`src/design/sbc_pkg.sv`:
```
// Shared types, register indexes and helpers for the segment/box clipper.
package sbc_pkg;

  localparam int QDepth  = 4;
  localparam int QIdxW   = $clog2(QDepth);
  localparam int DivBits = 31;

  typedef enum logic [2:0] {
    CFG_START_X    = 3'd0,
    CFG_START_Y    = 3'd1,
    CFG_START_Z    = 3'd2,
    CFG_DIR_X      = 3'd3,
    CFG_DIR_Y      = 3'd4,
    CFG_DIR_Z      = 3'd5,
    CFG_SEG_LENGTH = 3'd6
  } sbc_cfg_idx_e;

  typedef struct packed {
    logic [2:0][31:0] start;
    logic [2:0][17:0] dir;
    logic [30:0]      len;
  } sbc_cfg_t;

  // one divide request: |N| split into the initial remainder and the bits still to shift in
  typedef struct packed {
    logic [17:0] hi;
    logic [30:0] lo;
    logic        neg;
    logic        ovf;
  } sbc_div_req_t;

  typedef struct packed {
    sbc_div_req_t [5:0] bnd;
    logic [2:0]         miss;
  } sbc_item_t;

  function automatic logic [17:0] dir_mag(logic [17:0] d);
    dir_mag = d[17] ? 18'(-d) : d;
  endfunction

endpackage

```
`src/design/sbc_front.sv`:
```
// Front end: turns a box request into divide requests and per-axis flat-slab misses.
module sbc_front (
  input  sbc_pkg::sbc_cfg_t  cfg_i,
  input  logic [191:0]       box_i,
  output sbc_pkg::sbc_item_t item_o
);
  import sbc_pkg::*;

  logic [2:0][17:0] dmag;

  for (genvar k = 0; k < 3; k++) begin : g_axis
    logic [31:0] lo_b, hi_b, s;
    assign lo_b = box_i[64*k +: 32];
    assign hi_b = box_i[64*k+32 +: 32];
    assign s    = cfg_i.start[k];
    assign dmag[k] = dir_mag(cfg_i.dir[k]);
    assign item_o.miss[k] = (cfg_i.dir[k] == 18'd0) &&
                            (($signed(s) < $signed(lo_b)) || ($signed(s) > $signed(hi_b)));
  end

  for (genvar i = 0; i < 6; i++) begin : g_bnd
    localparam int K = i / 2;
    logic [31:0] b, s;
    logic [32:0] diff, amag;
    logic [48:0] nmag;
    assign b    = box_i[32*i +: 32];
    assign s    = cfg_i.start[K];
    assign diff = {b[31], b} - {s[31], s};
    assign amag = diff[32] ? 33'(-diff) : diff;
    assign nmag = {amag, 16'h0000};
    assign item_o.bnd[i].hi  = nmag[48:31];
    assign item_o.bnd[i].lo  = nmag[30:0];
    assign item_o.bnd[i].neg = diff[32] ^ cfg_i.dir[K][17];
    assign item_o.bnd[i].ovf = nmag[48:31] >= dmag[K];
  end

endmodule

```
`config.mk`:
```
export PLATFORM = sky130hd
export DESIGN_NAME = sbc_front
export DESIGN_NICKNAME = d
export VERILOG_FILES = /design/src/design/sbc_pkg.sv /design/src/design/sbc_front.sv
export SDC_FILE = /design/constraint.sdc
export NUM_CORES = 1
export LEC_CHECK = 0
export BUFFER_PORTS_ARGS = -buffer_cell sky130_fd_sc_hd__buf_2
export CORE_AREA = 4 4 263 265
export DETAILED_ROUTE_END_ITERATION = 16
export DIE_AREA = 0 0 267 269
export GPL_TIMING_DRIVEN = 0
export SLEW_MARGIN = 20
export SYNTH_ARGS = -nofsm -noshare
export SYNTH_HDL_FRONTEND = slang
export SYNTH_SLANG_ARGS = --single-unit
```
`constraint.sdc`:
```
create_clock -name vclk -period 9.8
set_input_delay 0.49 -clock vclk [all_inputs]
set_output_delay 0.49 -clock vclk [all_outputs]
set_load 0.1 [all_outputs]
```
==> reports/results.ini <==
[outcome]
result_of_the_run = finished, final reports clean

[pwr]
vdd.ir_drop.worst_mv = 0.228
total_power_mw = 4.88
p_leak_nw = 11.9
power.density_cell_area_nw_per_um2 = 196

[die]
std_cell_rows = 95
die_height_um = 269
ioPinCount = 682
die-width_um = 267
floorplan.die_area_um2 = 71800
initial_utilization = 0.309
core_area_um2 = 66800

[routing]
route.detailed.drc = 0
drt-initial-drc-count = 1714
vias_per_cell = 5.37
drt-wirelength-per-cell_um = 19.0
detail-route-antenna-nets = 0
route.vias.total = 24600
drt-total-wl_mm = 87.1
firstDrtPassIters = 6

[yosys]
netlist_instances = 3040
synth_seq_area_share = 0
synth.distinct_cells = 85
post_synth_most_frequent_cells = sky130_fd_sc_hd__ha_1 (315), sky130_fd_sc_hd__a21oi_1 (269), sky130_fd_sc_hd__nand2_1 (236)
synth_top_area_share = 0.191
synth.largest_area_cell = sky130_fd_sc_hd__ha_1
yosysWarnings = 0
synth_area_leaders = sky130_fd_sc_hd__ha_1 (19%), sky130_fd_sc_hd__xnor2_1 (8.6%), sky130_fd_sc_hd__xor2_1 (7.4%)
synth.most_common_cell = sky130_fd_sc_hd__ha_1
syn_avg_cell_area_um2 = 6.79
mappedNetlistArea_um2 = 20600

[job]
drv.max_cap_violation_count = 0

[final_layout]
n_fill_cell = 7376
finalNetCount = 4384
drive_above_1_share = 0.192
regArea_um2 = 0
postLayoutCellArea_um2 = 24900
multiInputGateArea_um2 = 19200
area_delta_synth_final_pct = 20.7
clock_buffers = 0
n_sequential_cell = 0

[placement]
placement.io_buffers = 553
place.gp.congestion = 0.973
postPlaceCellArea_um2 = 24900
post-dp-hpwl_mm = 77.7

[global_routing]
maximum_number_of_pins_on_one_net_before_global_route_repair = 11
global_routing_usage_summed_across_all_routing_layers = 0.221
grt_pass1_vias = 22300
grt_pass1_wl_mm = 127
initial_antenna_violation_count = 38
global_route.overflow_total = 0

[worst_setup_path]
worst-path-max-fanout = 10
crit_path_start = cfg_i[122]
critPathRequiredTime_ps = 9310
crit_arrival_ps = 7520
startpoint_type = input pin
kind_of_capture_point_of_the_worst_setup_path = output port
crit_type = in2out

[sta]
finalSetupViolations = 0
relative_slew_slack = 0.299
finalCritPeriodShare = 0.818
worstMarginPinSlew_ps = 1040
fin_setup_tns_ps = 0
max_clock_freq_mhz = 125
timing.final.max_slew_violations = 0
timing.final.hold_violations = 0
min_period_ps = 8010
rsz0062_at_grt = no

[min_path]
hold_path.class = in2out
timing.hold.worst_endpoint = item_o[0]
hold-path-cell-count = 4
hold_start = cfg_i[47]

[clock_tree]
cts_repair_resize_count = 0
cts_hold_buf = 0
post_cts_buffers = 0

how the worst max path moves through the flow:
stage	slack (ps)	end	depth (start not counted)
CTS	1270	item_o[156]	25
global placement	1280	item_o[156]	25
detailed placement	1330	item_o[156]	25
global route	1320	item_o[156]	25
finish	1790	item_o[156]	25
floorplan	230	item_o[54]	15
cell type report:
class	instances	area share
multi-input cells	2741	0.770
repair buffers	553	0.111
inverters	195	0.0294
diodes	13	0.00131
well taps	873	0.0438
plain buffers	199	0.0445
metal layers:
metal | part of all wire | global-route usage | up-vias
li1 | - | - | 12400
met1 | 0.42 | 0.280 | 11100
met2 | 0.47 | 0.378 | 847
met3 | 0.071 | 0.0434 | 179
met4 | 0.036 | 0.0701 | 38
met5 | 0.0028 | 0 | -
placed cells by master (no fill, tap or decap), types with 13 or more instances in the layout:
cell                          n
sky130_fd_sc_hd__and4_1      15
sky130_fd_sc_hd__a31oi_1     47
sky130_fd_sc_hd__nor2b_1     36
sky130_fd_sc_hd__a211o_1     20
sky130_fd_sc_hd__xnor2_1    203
sky130_fd_sc_hd__or4_1       15
sky130_fd_sc_hd__o31ai_1     37
sky130_fd_sc_hd__and3_1      36
sky130_fd_sc_hd__a21oi_1    269
sky130_fd_sc_hd__a211oi_1    41
sky130_fd_sc_hd__buf_2      555
sky130_fd_sc_hd__buf_4       96
sky130_fd_sc_hd__xor2_1     174
sky130_fd_sc_hd__o41ai_1     14
sky130_fd_sc_hd__nor4_1      27
sky130_fd_sc_hd__a21boi_0    16
sky130_fd_sc_hd__o2111ai_1   14
sky130_fd_sc_hd__nor2_1     220
sky130_fd_sc_hd__nand3_1     71
sky130_fd_sc_hd__and2_1      20
sky130_fd_sc_hd__or3_1       25
sky130_fd_sc_hd__nand4_1     50
sky130_fd_sc_hd__or2_2       17
sky130_fd_sc_hd__diode_2     13
sky130_fd_sc_hd__nand2_1    236
sky130_fd_sc_hd__o21a_1      48
sky130_fd_sc_hd__o21ai_0    212
sky130_fd_sc_hd__a21o_1      85
sky130_fd_sc_hd__inv_1      195
sky130_fd_sc_hd__clkbuf_1   101
sky130_fd_sc_hd__nand2b_1    36
sky130_fd_sc_hd__o21bai_1    22
sky130_fd_sc_hd__conb_1      96
sky130_fd_sc_hd__nor3_1      74
sky130_fd_sc_hd__o211ai_1    34
sky130_fd_sc_hd__ha_1       315
logic make-up (layout without fill, tap and decap cells):
logic type,after synthesis,count (layout),share of synthesized area
simple gates,940,940,0.231
fa+ha+maj,321,321,0.197
buf+inv,394,947,0.0892
xor+xnor,377,377,0.160
other cells,1,109,0.000182
mux,18,18,0.00909
compound gates,989,989,0.314
per-stage QoR:
stage	hold WS [ps]	utilization	setup slack [ps]	std cells
CTS	1550	0.372	1270	4561
global placement	1550	0.372	1280	4561
detailed placement	1540	0.372	1330	4561
finish	1550	0.373	1790	4574
floorplan	1420	-	226	3135
global route	1580	0.373	1320	4568
where the power goes:
group / switching [mW] / internal [mW]
sequential: 0 / 0
combinational: 3.84 / 1.04
clock: 0 / 0.000000178
worst max-delay path: stages:
cell	delay, ps
sky130_fd_sc_hd__buf_2	70
sky130_fd_sc_hd__inv_1	50
sky130_fd_sc_hd__ha_1	260
sky130_fd_sc_hd__buf_2	230
sky130_fd_sc_hd__and3_1	260
sky130_fd_sc_hd__a221oi_4	110
sky130_fd_sc_hd__a2111oi_1	870
sky130_fd_sc_hd__o31ai_1	340
sky130_fd_sc_hd__o31ai_1	540
sky130_fd_sc_hd__a41oi_1	260
sky130_fd_sc_hd__a31oi_2	670
sky130_fd_sc_hd__clkbuf_1	650
sky130_fd_sc_hd__nor2_1	130
sky130_fd_sc_hd__xor2_1	380
sky130_fd_sc_hd__ha_1	310
sky130_fd_sc_hd__a21o_1	150
sky130_fd_sc_hd__a21o_1	170
sky130_fd_sc_hd__a21o_1	180
sky130_fd_sc_hd__a21o_1	180
sky130_fd_sc_hd__a21o_1	170
sky130_fd_sc_hd__a211oi_1	210
sky130_fd_sc_hd__o21ai_0	150
sky130_fd_sc_hd__a211oi_1	240
sky130_fd_sc_hd__o21ai_0	120
sky130_fd_sc_hd__buf_2	300
Note: power is estimated with default switching activity, not from simulation.
